===== config.mk =====
export PLATFORM = sky130hd
export DESIGN_NAME = ata_pio_sector_sequencer
export DESIGN_NICKNAME = d
export VERILOG_FILES = /design/src/hw/rtl/aps_pkg.sv /design/src/hw/rtl/ata_pio_sector_sequencer.sv /design/src/hw/rtl/aps_front.sv /design/src/hw/rtl/aps_back.sv
export SDC_FILE = /design/constraint.sdc
export NUM_CORES = 1
export LEC_CHECK = 0
export BUFFER_PORTS_ARGS = -buffer_cell sky130_fd_sc_hd__buf_2
export CORE_AREA = 2 2 186 188
export CTS_CLUSTER_DIAMETER = 50
export DETAILED_ROUTE_END_ITERATION = 16
export DIE_AREA = 0 0 188 190
export PLACE_DENSITY = 0.79
export SETUP_SLACK_MARGIN = 0.3
export SYNTH_ARGS = -nofsm -noshare
export SYNTH_HDL_FRONTEND = slang
export SYNTH_SLANG_ARGS = --single-unit

===== constraint.sdc =====
create_clock -name clk -period 5.6 [get_ports clk]
set_clock_uncertainty 0.05 [all_clocks]
set_input_delay 1.12 -clock clk [delete_from_list [all_inputs] [get_ports clk]]
set_output_delay 1.12 -clock clk [all_outputs]
set_load 0.005 [all_outputs]

===== src/hw/rtl/aps_pkg.sv =====
`default_nettype none

package aps_pkg;

  localparam int WORDS_PER_SECTOR = 256;
  localparam int WI_W             = $clog2(WORDS_PER_SECTOR);

  localparam int Q_DEPTH = 4;
  localparam int Q_AW    = $clog2(Q_DEPTH);

  localparam logic [1:0] REQ_START  = 2'd0;
  localparam logic [1:0] REQ_SAMPLE = 2'd1;
  localparam logic [1:0] REQ_DATA   = 2'd2;

  localparam logic [1:0] CFG_WRITE_WAIT   = 2'd0;
  localparam logic [1:0] CFG_READY_WAIT   = 2'd1;
  localparam logic [1:0] CFG_REQUEST_WAIT = 2'd2;
  localparam logic [1:0] CFG_RESET_HOLD   = 2'd3;

  localparam logic [15:0] WAIT_LIMIT_RST = 16'd1000;
  localparam logic [15:0] HOLD_TICKS_RST = 16'd5;
  localparam logic [15:0] WAIT_MAX       = 16'hffff;

  localparam logic [2:0] RC_OK        = 3'd0;
  localparam logic [2:0] RC_INVALID   = 3'd1;
  localparam logic [2:0] RC_TIMEOUT   = 3'd2;
  localparam logic [2:0] RC_READ_ERR  = 3'd3;
  localparam logic [2:0] RC_WRITE_ERR = 3'd4;

  localparam logic [3:0] PORT_NONE     = 4'd0;
  localparam logic [3:0] PORT_SECT_CNT = 4'd2;
  localparam logic [3:0] PORT_SECT_NUM = 4'd3;
  localparam logic [3:0] PORT_CYL_LO   = 4'd4;
  localparam logic [3:0] PORT_CYL_HI   = 4'd5;
  localparam logic [3:0] PORT_DRV_HD   = 4'd6;
  localparam logic [3:0] PORT_CMD      = 4'd7;
  localparam logic [3:0] PORT_CTRL     = 4'd8;

  localparam int ST_BSY  = 7;
  localparam int ST_DRDY = 6;
  localparam int ST_DRQ  = 3;
  localparam int ST_ERR  = 0;

  localparam logic [7:0]  DRVHD_BASE = 8'ha0;
  localparam logic [3:0]  HEAD_MASK  = 4'h0f;
  localparam logic [7:0]  CMD_READ   = 8'h20;
  localparam logic [7:0]  CMD_WRITE  = 8'h30;
  localparam logic [15:0] CTRL_SRST  = 16'h0004;
  localparam logic [15:0] CTRL_CLEAR = 16'h0000;

  localparam logic [2:0] STEP_CMD = 3'd4;

  typedef enum logic [1:0] {
    KIND_START,
    KIND_SAMPLE,
    KIND_DATA
  } kind_t;

  typedef enum logic [1:0] {
    OP_REG_WR   = 2'd0,
    OP_DATA     = 2'd1,
    OP_ACK      = 2'd2,
    OP_COMPLETE = 2'd3
  } op_t;

  typedef enum logic [2:0] {
    PH_IDLE,
    PH_SEL,
    PH_READY,
    PH_REGS,
    PH_DRQ,
    PH_DATA,
    PH_HOLD,
    PH_FINISH
  } phase_t;

  typedef struct packed {
    kind_t       kind;
    logic        is_write;
    logic        drive_select;
    logic [3:0]  head;
    logic [7:0]  sector_number;
    logic [15:0] cylinder;
    logic [7:0]  sector_count;
    logic [7:0]  status_byte;
    logic [15:0] data_word;
  } item_t;

  typedef struct packed {
    op_t         op;
    logic [3:0]  reg_port;
    logic [15:0] value;
    logic [2:0]  result_code;
    logic        last;
  } result_t;

  function automatic result_t mk_res(op_t op, logic [3:0] port, logic [15:0] value,
                                     logic [2:0] code);
    result_t r;
    r.op          = op;
    r.reg_port    = port;
    r.value       = value;
    r.result_code = code;
    r.last        = 1'b0;
    return r;
  endfunction

endpackage

`default_nettype wire


===== src/hw/rtl/ata_pio_sector_sequencer.sv =====
// An accepted item is queued, taken by the sequencer, and its result registered in the
// output slot. Throughput: one item per cycle unless the output stalls; an item that
// yields two results (last word of a sector, end of a reset hold) holds the sequencer
// until its second result has left the pending slot.
// A four-entry queue between the input classifier and the sequencer absorbs stalls.
// Reset (rst_n low, synchronous): sequencer idle, queue empty, no result pending,
// wait limits back to 1000 samples and the reset hold to 5 ticks.
`default_nettype none

module ata_pio_sector_sequencer
  import aps_pkg::*;
(
  input  wire logic        clk,
  input  wire logic        rst_n,
  input  wire logic        in_valid,
  output logic             in_ready,
  input  wire logic [1:0]  in_req_type,
  input  wire logic        in_is_write,
  input  wire logic        in_drive_select,
  input  wire logic [3:0]  in_head,
  input  wire logic [7:0]  in_sector_number,
  input  wire logic [15:0] in_cylinder,
  input  wire logic [7:0]  in_sector_count,
  input  wire logic [7:0]  in_status_byte,
  input  wire logic [15:0] in_data_word,
  output logic             out_valid,
  input  wire logic        out_ready,
  output logic [1:0]       out_op,
  output logic [3:0]       out_reg_port,
  output logic [15:0]      out_value,
  output logic [2:0]       out_result_code,
  output logic             out_last,
  input  wire logic        cfg_valid,
  output logic             cfg_ready,
  input  wire logic [1:0]  cfg_index,
  input  wire logic [15:0] cfg_data
);

  logic    q_valid;
  logic    q_pop;
  item_t   q_item;
  result_t out_res;

  aps_front u_front (
    .clk              (clk),
    .rst_n            (rst_n),
    .in_valid         (in_valid),
    .in_ready         (in_ready),
    .in_req_type      (in_req_type),
    .in_is_write      (in_is_write),
    .in_drive_select  (in_drive_select),
    .in_head          (in_head),
    .in_sector_number (in_sector_number),
    .in_cylinder      (in_cylinder),
    .in_sector_count  (in_sector_count),
    .in_status_byte   (in_status_byte),
    .in_data_word     (in_data_word),
    .q_valid          (q_valid),
    .q_item           (q_item),
    .q_pop            (q_pop)
  );

  aps_back u_back (
    .clk       (clk),
    .rst_n     (rst_n),
    .q_valid   (q_valid),
    .q_item    (q_item),
    .q_pop     (q_pop),
    .cfg_valid (cfg_valid),
    .cfg_ready (cfg_ready),
    .cfg_index (cfg_index),
    .cfg_data  (cfg_data),
    .out_valid (out_valid),
    .out_ready (out_ready),
    .out_res   (out_res)
  );

  assign out_op          = out_res.op;
  assign out_reg_port    = out_res.reg_port;
  assign out_value       = out_res.value;
  assign out_result_code = out_res.result_code;
  assign out_last        = out_res.last;

endmodule

`default_nettype wire


===== src/hw/rtl/aps_front.sv =====
`default_nettype none

module aps_front
  import aps_pkg::*;
(
  input  wire logic        clk,
  input  wire logic        rst_n,
  input  wire logic        in_valid,
  output logic             in_ready,
  input  wire logic [1:0]  in_req_type,
  input  wire logic        in_is_write,
  input  wire logic        in_drive_select,
  input  wire logic [3:0]  in_head,
  input  wire logic [7:0]  in_sector_number,
  input  wire logic [15:0] in_cylinder,
  input  wire logic [7:0]  in_sector_count,
  input  wire logic [7:0]  in_status_byte,
  input  wire logic [15:0] in_data_word,
  output logic             q_valid,
  output item_t            q_item,
  input  wire logic        q_pop
);

  item_t           mem_r [Q_DEPTH];
  logic [Q_AW-1:0] wr_ptr_r, wr_ptr_nxt;
  logic [Q_AW-1:0] rd_ptr_r, rd_ptr_nxt;
  logic [Q_AW:0]   count_r, count_nxt;
  item_t           item;
  logic            keep;
  logic            push;

  // unknown request codes are taken and dropped here, they never reach the sequencer
  always_comb begin
    item               = '0;
    keep               = 1'b1;
    item.is_write      = in_is_write;
    item.drive_select  = in_drive_select;
    item.head          = in_head;
    item.sector_number = in_sector_number;
    item.cylinder      = in_cylinder;
    item.sector_count  = in_sector_count;
    item.status_byte   = in_status_byte;
    item.data_word     = in_data_word;
    case (in_req_type)
      REQ_START:  item.kind = KIND_START;
      REQ_SAMPLE: item.kind = KIND_SAMPLE;
      REQ_DATA:   item.kind = KIND_DATA;
      default: begin
        item.kind = KIND_SAMPLE;
        keep      = 1'b0;
      end
    endcase
  end

  assign in_ready = (count_r != (Q_AW+1)'(Q_DEPTH));
  assign push     = in_valid && in_ready && keep;
  assign q_valid  = (count_r != '0);
  assign q_item   = mem_r[rd_ptr_r];

  always_comb begin
    wr_ptr_nxt = push  ? wr_ptr_r + 1'b1 : wr_ptr_r;
    rd_ptr_nxt = q_pop ? rd_ptr_r + 1'b1 : rd_ptr_r;
    count_nxt  = count_r;
    if (push && !q_pop) begin
      count_nxt = count_r + 1'b1;
    end else if (!push && q_pop) begin
      count_nxt = count_r - 1'b1;
    end
  end

  always_ff @(posedge clk) begin
    if (!rst_n) begin
      wr_ptr_r <= '0;
      rd_ptr_r <= '0;
      count_r  <= '0;
    end else begin
      wr_ptr_r <= wr_ptr_nxt;
      rd_ptr_r <= rd_ptr_nxt;
      count_r  <= count_nxt;
    end
  end

  always_ff @(posedge clk) begin
    if (push) begin
      mem_r[wr_ptr_r] <= item;
    end
  end

endmodule

`default_nettype wire


===== src/hw/rtl/aps_back.sv =====
`default_nettype none

module aps_back
  import aps_pkg::*;
(
  input  wire logic        clk,
  input  wire logic        rst_n,
  input  wire logic        q_valid,
  input  wire item_t       q_item,
  output logic             q_pop,
  input  wire logic        cfg_valid,
  output logic             cfg_ready,
  input  wire logic [1:0]  cfg_index,
  input  wire logic [15:0] cfg_data,
  output logic             out_valid,
  input  wire logic        out_ready,
  output result_t          out_res
);

  logic [15:0]     write_wait_limit_r, ready_wait_limit_r;
  logic [15:0]     request_wait_limit_r, reset_hold_ticks_r;

  phase_t          phase_r, phase_nxt;
  logic [15:0]     wait_count_r, wait_count_nxt;
  logic [2:0]      write_step_r, write_step_nxt;
  logic            latched_write_r, latched_write_nxt;
  logic            latched_drive_r, latched_drive_nxt;
  logic [3:0]      latched_head_r, latched_head_nxt;
  logic [7:0]      latched_sector_r, latched_sector_nxt;
  logic [15:0]     latched_cylinder_r, latched_cylinder_nxt;
  logic [7:0]      latched_count_r, latched_count_nxt;
  logic [7:0]      sectors_left_r, sectors_left_nxt;
  logic [WI_W-1:0] word_index_r, word_index_nxt;

  result_t         out_r, out_nxt;
  logic            out_valid_r, out_valid_nxt;
  result_t         pend_r, pend_nxt;
  logic            pend_valid_r, pend_valid_nxt;

  result_t         res0, res1;
  logic [1:0]      n_res;
  logic            slot_free;
  logic [15:0]     wc_inc;
  logic [15:0]     lim;
  logic            expired;
  logic [7:0]      st;
  logic [2:0]      ws;
  logic [7:0]      sl_dec;
  logic [7:0]      reg_val;
  logic [3:0]      reg_port;

  assign cfg_ready = 1'b1;

  always_ff @(posedge clk) begin
    if (!rst_n) begin
      write_wait_limit_r   <= WAIT_LIMIT_RST;
      ready_wait_limit_r   <= WAIT_LIMIT_RST;
      request_wait_limit_r <= WAIT_LIMIT_RST;
      reset_hold_ticks_r   <= HOLD_TICKS_RST;
    end else if (cfg_valid) begin
      case (cfg_index)
        CFG_WRITE_WAIT:   write_wait_limit_r   <= cfg_data;
        CFG_READY_WAIT:   ready_wait_limit_r   <= cfg_data;
        CFG_REQUEST_WAIT: request_wait_limit_r <= cfg_data;
        CFG_RESET_HOLD:   reset_hold_ticks_r   <= cfg_data;
        default: ;
      endcase
    end
  end

  // an item is taken only when both of its results have room to land
  assign slot_free = !out_valid_r || out_ready;
  assign q_pop     = q_valid && !pend_valid_r && slot_free;

  assign st     = q_item.status_byte;
  assign wc_inc = (wait_count_r == WAIT_MAX) ? wait_count_r : wait_count_r + 16'd1;
  assign ws     = (write_step_r > STEP_CMD) ? STEP_CMD : write_step_r;
  assign sl_dec = sectors_left_r - 8'd1;

  always_comb begin
    case (phase_r)
      PH_SEL, PH_REGS: lim = write_wait_limit_r;
      PH_READY:        lim = ready_wait_limit_r;
      PH_DRQ:          lim = request_wait_limit_r;
      default:         lim = reset_hold_ticks_r;
    endcase
  end
  // a zero limit expires on the first failing sample, as the compare is on the bumped count
  assign expired = (wc_inc >= lim);

  always_comb begin
    case (ws)
      3'd0: begin
        reg_val  = latched_count_r;
        reg_port = PORT_SECT_CNT;
      end
      3'd1: begin
        reg_val  = latched_sector_r;
        reg_port = PORT_SECT_NUM;
      end
      3'd2: begin
        reg_val  = latched_cylinder_r[7:0];
        reg_port = PORT_CYL_LO;
      end
      3'd3: begin
        reg_val  = latched_cylinder_r[15:8];
        reg_port = PORT_CYL_HI;
      end
      default: begin
        reg_val  = latched_write_r ? CMD_WRITE : CMD_READ;
        reg_port = PORT_CMD;
      end
    endcase
  end

  always_comb begin
    phase_nxt            = phase_r;
    wait_count_nxt       = wait_count_r;
    write_step_nxt       = write_step_r;
    latched_write_nxt    = latched_write_r;
    latched_drive_nxt    = latched_drive_r;
    latched_head_nxt     = latched_head_r;
    latched_sector_nxt   = latched_sector_r;
    latched_cylinder_nxt = latched_cylinder_r;
    latched_count_nxt    = latched_count_r;
    sectors_left_nxt     = sectors_left_r;
    word_index_nxt       = word_index_r;
    res0                 = '0;
    res1                 = '0;
    n_res                = 2'd0;

    if (q_pop) begin
      case (q_item.kind)
        KIND_START: begin
          if (phase_r == PH_IDLE) begin
            if (q_item.sector_count == 8'd0) begin
              res0  = mk_res(OP_COMPLETE, PORT_NONE, 16'd0, RC_INVALID);
              n_res = 2'd1;
            end else begin
              latched_write_nxt    = q_item.is_write;
              latched_drive_nxt    = q_item.drive_select;
              latched_head_nxt     = q_item.head;
              latched_sector_nxt   = q_item.sector_number;
              latched_cylinder_nxt = q_item.cylinder;
              latched_count_nxt    = q_item.sector_count;
              sectors_left_nxt     = q_item.sector_count;
              word_index_nxt       = '0;
              write_step_nxt       = 3'd0;
              wait_count_nxt       = 16'd0;
              phase_nxt            = PH_SEL;
            end
          end
        end
        KIND_DATA: begin
          if (phase_r == PH_DATA) begin
            res0           = mk_res(OP_DATA, PORT_NONE, q_item.data_word, RC_OK);
            n_res          = 2'd1;
            word_index_nxt = word_index_r + 1'b1;
            if (word_index_r == WI_W'(WORDS_PER_SECTOR - 1)) begin
              word_index_nxt   = '0;
              sectors_left_nxt = sl_dec;
              res1             = mk_res(OP_ACK, PORT_NONE, {8'd0, sl_dec}, RC_OK);
              n_res            = 2'd2;
              wait_count_nxt   = 16'd0;
              phase_nxt        = (sl_dec != 8'd0) ? PH_DRQ : PH_FINISH;
            end
          end
        end
        default: begin
          case (phase_r)
            PH_SEL, PH_REGS: begin
              if (!st[ST_BSY] && !st[ST_DRQ]) begin
                n_res          = 2'd1;
                wait_count_nxt = 16'd0;
                if (phase_r == PH_SEL) begin
                  res0 = mk_res(OP_REG_WR, PORT_DRV_HD,
                                {8'd0, DRVHD_BASE | {3'b000, latched_drive_r,
                                                     latched_head_r & HEAD_MASK}},
                                RC_OK);
                  phase_nxt = PH_READY;
                end else begin
                  res0 = mk_res(OP_REG_WR, reg_port, {8'd0, reg_val}, RC_OK);
                  if (ws == STEP_CMD) begin
                    write_step_nxt = ws;
                    phase_nxt      = PH_DRQ;
                  end else begin
                    write_step_nxt = ws + 3'd1;
                  end
                end
              end else begin
                wait_count_nxt = wc_inc;
                if (expired) begin
                  res0           = mk_res(OP_REG_WR, PORT_CTRL, CTRL_SRST, RC_OK);
                  n_res          = 2'd1;
                  wait_count_nxt = 16'd0;
                  phase_nxt      = PH_HOLD;
                end
              end
            end
            PH_READY, PH_DRQ: begin
              if (!st[ST_BSY] && st[ST_ERR]) begin
                res0      = mk_res(OP_COMPLETE, PORT_NONE, 16'd0,
                                   latched_write_r ? RC_WRITE_ERR : RC_READ_ERR);
                n_res     = 2'd1;
                phase_nxt = PH_IDLE;
              end else if (!st[ST_BSY] &&
                           ((phase_r == PH_READY) ? st[ST_DRDY] : st[ST_DRQ])) begin
                wait_count_nxt = 16'd0;
                if (phase_r == PH_READY) begin
                  write_step_nxt = 3'd0;
                  phase_nxt      = PH_REGS;
                end else begin
                  word_index_nxt = '0;
                  phase_nxt      = PH_DATA;
                end
              end else begin
                wait_count_nxt = wc_inc;
                if (expired) begin
                  res0      = mk_res(OP_COMPLETE, PORT_NONE, 16'd0, RC_TIMEOUT);
                  n_res     = 2'd1;
                  phase_nxt = PH_IDLE;
                end
              end
            end
            PH_HOLD: begin
              wait_count_nxt = wc_inc;
              if (expired) begin
                res0      = mk_res(OP_REG_WR, PORT_CTRL, CTRL_CLEAR, RC_OK);
                res1      = mk_res(OP_COMPLETE, PORT_NONE, 16'd0, RC_TIMEOUT);
                n_res     = 2'd2;
                phase_nxt = PH_IDLE;
              end
            end
            PH_FINISH: begin
              res0      = mk_res(OP_COMPLETE, PORT_NONE, 16'd0, RC_OK);
              n_res     = 2'd1;
              phase_nxt = PH_IDLE;
            end
            default: ;
          endcase
        end
      endcase
    end

    if (n_res == 2'd1) begin
      res0.last = 1'b1;
    end
    if (n_res == 2'd2) begin
      res1.last = 1'b1;
    end
  end

  always_comb begin
    out_nxt        = out_r;
    out_valid_nxt  = out_valid_r;
    pend_nxt       = pend_r;
    pend_valid_nxt = pend_valid_r;
    if (slot_free) begin
      if (pend_valid_r) begin
        out_nxt        = pend_r;
        out_valid_nxt  = 1'b1;
        pend_valid_nxt = 1'b0;
      end else if (n_res != 2'd0) begin
        out_nxt        = res0;
        out_valid_nxt  = 1'b1;
        pend_nxt       = res1;
        pend_valid_nxt = (n_res == 2'd2);
      end else begin
        out_valid_nxt = 1'b0;
      end
    end
  end

  always_ff @(posedge clk) begin
    if (!rst_n) begin
      phase_r            <= PH_IDLE;
      wait_count_r       <= '0;
      write_step_r       <= '0;
      latched_write_r    <= 1'b0;
      latched_drive_r    <= 1'b0;
      latched_head_r     <= '0;
      latched_sector_r   <= '0;
      latched_cylinder_r <= '0;
      latched_count_r    <= '0;
      sectors_left_r     <= '0;
      word_index_r       <= '0;
      out_valid_r        <= 1'b0;
      pend_valid_r       <= 1'b0;
    end else begin
      phase_r            <= phase_nxt;
      wait_count_r       <= wait_count_nxt;
      write_step_r       <= write_step_nxt;
      latched_write_r    <= latched_write_nxt;
      latched_drive_r    <= latched_drive_nxt;
      latched_head_r     <= latched_head_nxt;
      latched_sector_r   <= latched_sector_nxt;
      latched_cylinder_r <= latched_cylinder_nxt;
      latched_count_r    <= latched_count_nxt;
      sectors_left_r     <= sectors_left_nxt;
      word_index_r       <= word_index_nxt;
      out_valid_r        <= out_valid_nxt;
      pend_valid_r       <= pend_valid_nxt;
    end
  end

  always_ff @(posedge clk) begin
    out_r  <= out_nxt;
    pend_r <= pend_nxt;
  end

  assign out_valid = out_valid_r;
  assign out_res   = out_r;

endmodule

`default_nettype wire


==> impl_metrics.tcl <==
set metrics [dict create \
    rsz0062_at_grt "false" \
    track_usage 0.231 \
    grt_pass1_wl_um 64500 \
    internal_power_uw 6550 \
    period_needed_ns 4.97 \
    cts_resized 0 \
    total_power_uw 9730 \
    cp.required_ns 5.77 \
    status "finished clean" \
    hp-start "u_back.ready_wait_limit_r[14]" \
    synth_edf_count 277 \
    yosysUniqueCellTypes 79 \
    drv_cap 0 \
    std_cell_rows 68 \
    first_global_vias 12000 \
    p_sw_frac 0.327 \
    cpLargestDelayFamily "compound AO/OA/AOI/OAI gates" \
    area_delta_synth_final_pct 14.1 \
    post_drt_wl_per_cell_um 20.0 \
    worst_pin_slew_ns 1.21 \
    irDropWorstVdd_mv 0.382 \
    p_sw_uw 3190 \
    clock-root-buffer "clkbuf_16" \
    drt_iter0_markers 1170 \
    antenna_left 0 \
    slew_viol_final 0 \
    drc_errors 0 \
    fin_crit_sh 0.888 \
    wl_um 41100 \
    rr_startpoint "u_back.wait_count_r[0]" \
    combinationalPowerShare 0.276 \
    cp_cell_sequence "ha_1 > nand2_1 > or3_1 > or2_2 > mux2_2 > ha_1 > nor2b_1 > o211a_1 > o311ai_1 > nand4_1 > a221oi_1 > o21bai_2 > o21ba_2" \
    vias 12200 \
    nets 1681 \
    synth_area_mm2 0.0180 \
    crit_path_top_delay_cell "o311ai_1" \
    hold_viol_final 0 \
    rrSetupSlack_ns 0.63 \
    reg2reg_to "u_back.out_res[9]" \
    synthFlopType "edfxtp_1" \
    cp-start-kind "flip-flop" \
    most-common-layout-cells "283 x nand2_1, 277 x edfxtp_1, 149 x dfxtp_1" \
    grt_max_degree 90 \
    cp-startpoint "u_back.wait_count_r[0]" \
    end_kind "flip-flop" \
    final_area_mm2 0.0205 \
    place_area_mm2 0.0189 \
    seqPwrFrac 0.405 \
    hold_path.class "reg2reg" \
    cp_slowest_stage_delay_ns 0.53 \
    cts.clk_slew.worst_paths_ns 0.06 \
    synth_top_area_frac 0.463 \
    powerDensity_mw_per_mm2 475 \
    path_buf_inv 0 \
    timing.hold.ws_ns 0.406 \
    hold_path_end "u_back.ready_wait_limit_r[14]" \
    power_leakage_uw 0.00718 \
    holdPathStages 2 \
    ctsHoldBuffers 0 \
    cts_tree "built" \
    setup_viol 0 \
    dieArea_mm2 0.0357 \
    syn-num-nets 1583 \
    cts_made_buffers 47 \
    final_common_cell "nand2_1" \
    crit_type "reg2reg" \
    synth_seq_cells 428 \
    clock_latency_ns 0.61 \
    portBuffers 110 \
    viasPerCell 5.91 \
    drive_gt1_frac 0.189 \
    core_mm2 0.0339 \
    synth_cells 1465 \
    grt_antenna_before_repair 2 \
    ioPinCount 116 \
    fmax_mhz 201 \
    clkPwrFrac 0.319 \
    arrival_ns 5.14 \
    yosysTopAreaCell "edfxtp_1" \
    yosys_warnings 0 \
    grt.overflow.total 0 \
    numClockSinks 428 \
    slew_headroom 0.193 \
    clock_path_buffers 3 \
    gp_congestion 0.893 \
    post-dp-hpwl_um 26500 \
    die_y_um 190 \
    synth_area_leaders "edfxtp_1 46%, dfxtp_1 17%, mux4_2 7.3%" \
    die_w_um 188 \
    finalSetupTns_ns 0 \
    synth.avg_cell_area_um2 12.3 \
    initial_core_util 0.529 \
    dr.pass1.iters 6 \
    fillCellCount 2574 \
    post-cts-setup-buffer-count 0 \
    h-tree-depth 2 \
    ys_seq_area_frac 0.631 \
    r2r_cells 13 \
    crit_top_cell "ha_1" \
    async_flop_share 0 \
    critPathMaxFanout 26 \
]
[per-stage QoR]
step	setup slack (ns)	cells	util
6_report	0.626	2058	0.604
5_1_grt	0.381	2058	0.604
4_1_cts	0.623	2057	0.604
3_5_place_dp	0.646	1969	0.557
3_3_place_gp	0.784	1969	0.557
2_1_floorplan	1.18	1465	-
[cells by family after synthesis]
kind of cell | synth area share
muxes | 0.0808
buffers and inverters | 0.0256
AOI/OAI and AO/OA | 0.100
other | 0.000209
xor gates and xnor gates | 0.0102
DFF | 0.631
and+or+nand+nor | 0.129
adders and majority gates | 0.0226
[power by group through the flow]
stage	clock network, µW	logic [µW]	registers (µW)
after detailed placement	0	2650	4000
after floorplan	0	1970	3900
after global placement	0	2600	3980
after global routing	3280	2910	3970
final	3110	2680	3940
after CTS	3150	2670	3940
[worst min-delay path, stage by stage, from the launching register on]
cell	delay (ns)
dfxtp_1	0.30
nand2_1	0.05
a21oi_1	0.05
[metal layers]
metal  GRT usage  wire length (µm)
met2       0.382             20000
met4       0.109              1620
met1       0.301             16700
met5           0                 7
met3      0.0382              2780
[worst max-delay path by stage]
stage	slack (ns)	end	cells after the start
finish	0.63	u_back.out_res[9]	13
global route	0.38	u_back.out_res[9]	13
CTS	0.62	u_back.out_res[9]	13
detailed placement	0.65	u_back.out_res[18]	13
global placement	0.78	u_back.out_res[15]	13
floorplan	1.18	u_back.out_res[0]	14
[Yosys cell counts (3+ instances only)]
| library cell | n |
|---|---|
| a32o_1 | 3 |
| a22oi_1 | 31 |
| nor3_1 | 16 |
| a22o_1 | 4 |
| o21ai_0 | 28 |
| buf_4 | 4 |
| and2_1 | 16 |
| dfxtp_1 | 151 |
| mux2i_1 | 6 |
| a21oi_1 | 145 |
| nand3_1 | 51 |
| xor2_1 | 13 |
| buf_1 | 8 |
| inv_1 | 19 |
| clkbuf_1 | 58 |
| a221oi_1 | 19 |
| a21o_1 | 3 |
| nor3b_1 | 6 |
| ha_1 | 30 |
| a31oi_1 | 8 |
| a211oi_1 | 4 |
| o21ai_1 | 3 |
| nand4_1 | 10 |
| and3_1 | 9 |
| o211ai_1 | 7 |
| nand2b_1 | 9 |
| mux4_2 | 58 |
| or3_1 | 10 |
| edfxtp_1 | 277 |
| mux2_2 | 3 |
| nor2_1 | 76 |
| or2_2 | 6 |
| nor2b_1 | 10 |
| buf_2 | 16 |
| xnor2_1 | 8 |
| o22ai_1 | 5 |
| o21bai_1 | 3 |
| nand2_1 | 283 |
[state kept, by name (all words and copies together), names as in the netlist, 3 cells and up, named ones only]
| register | flops |
|---|---|
| u_front.mem_r | 240 |
| u_back.out_res | 26 |
| u_back.latched_cylinder_r | 16 |
| u_back.ready_wait_limit_r | 16 |
| u_back.request_wait_limit_r | 16 |
| u_back.reset_hold_ticks_r | 16 |
| u_back.wait_count_r | 16 |
| u_back.write_wait_limit_r | 16 |
| u_back.pend_r | 11 |
| u_back.latched_count_r | 8 |
| u_back.latched_sector_r | 8 |
| u_back.sectors_left_r | 8 |
| u_back.word_index_r | 8 |
| u_back.latched_head_r | 4 |
| u_back.phase_r | 3 |
| u_back.write_step_r | 3 |
| u_front.count_r | 3 |
[final cells by class]
cell class                      instances  area (µm²)  share of cell area
Sequential cell                       428       11300               0.553
Multi-Input combinational cell        930        6180               0.302
Clock buffer                           55        1220              0.0593
Timing Repair Buffer                  137         753              0.0367
Tap cell                              455         569              0.0278
Clock inverter                         33         365              0.0178
Inverter                               19        72.6             0.00354
Antenna cell                            1        2.50            0.000122
Power figures use the tool's default switching activity.
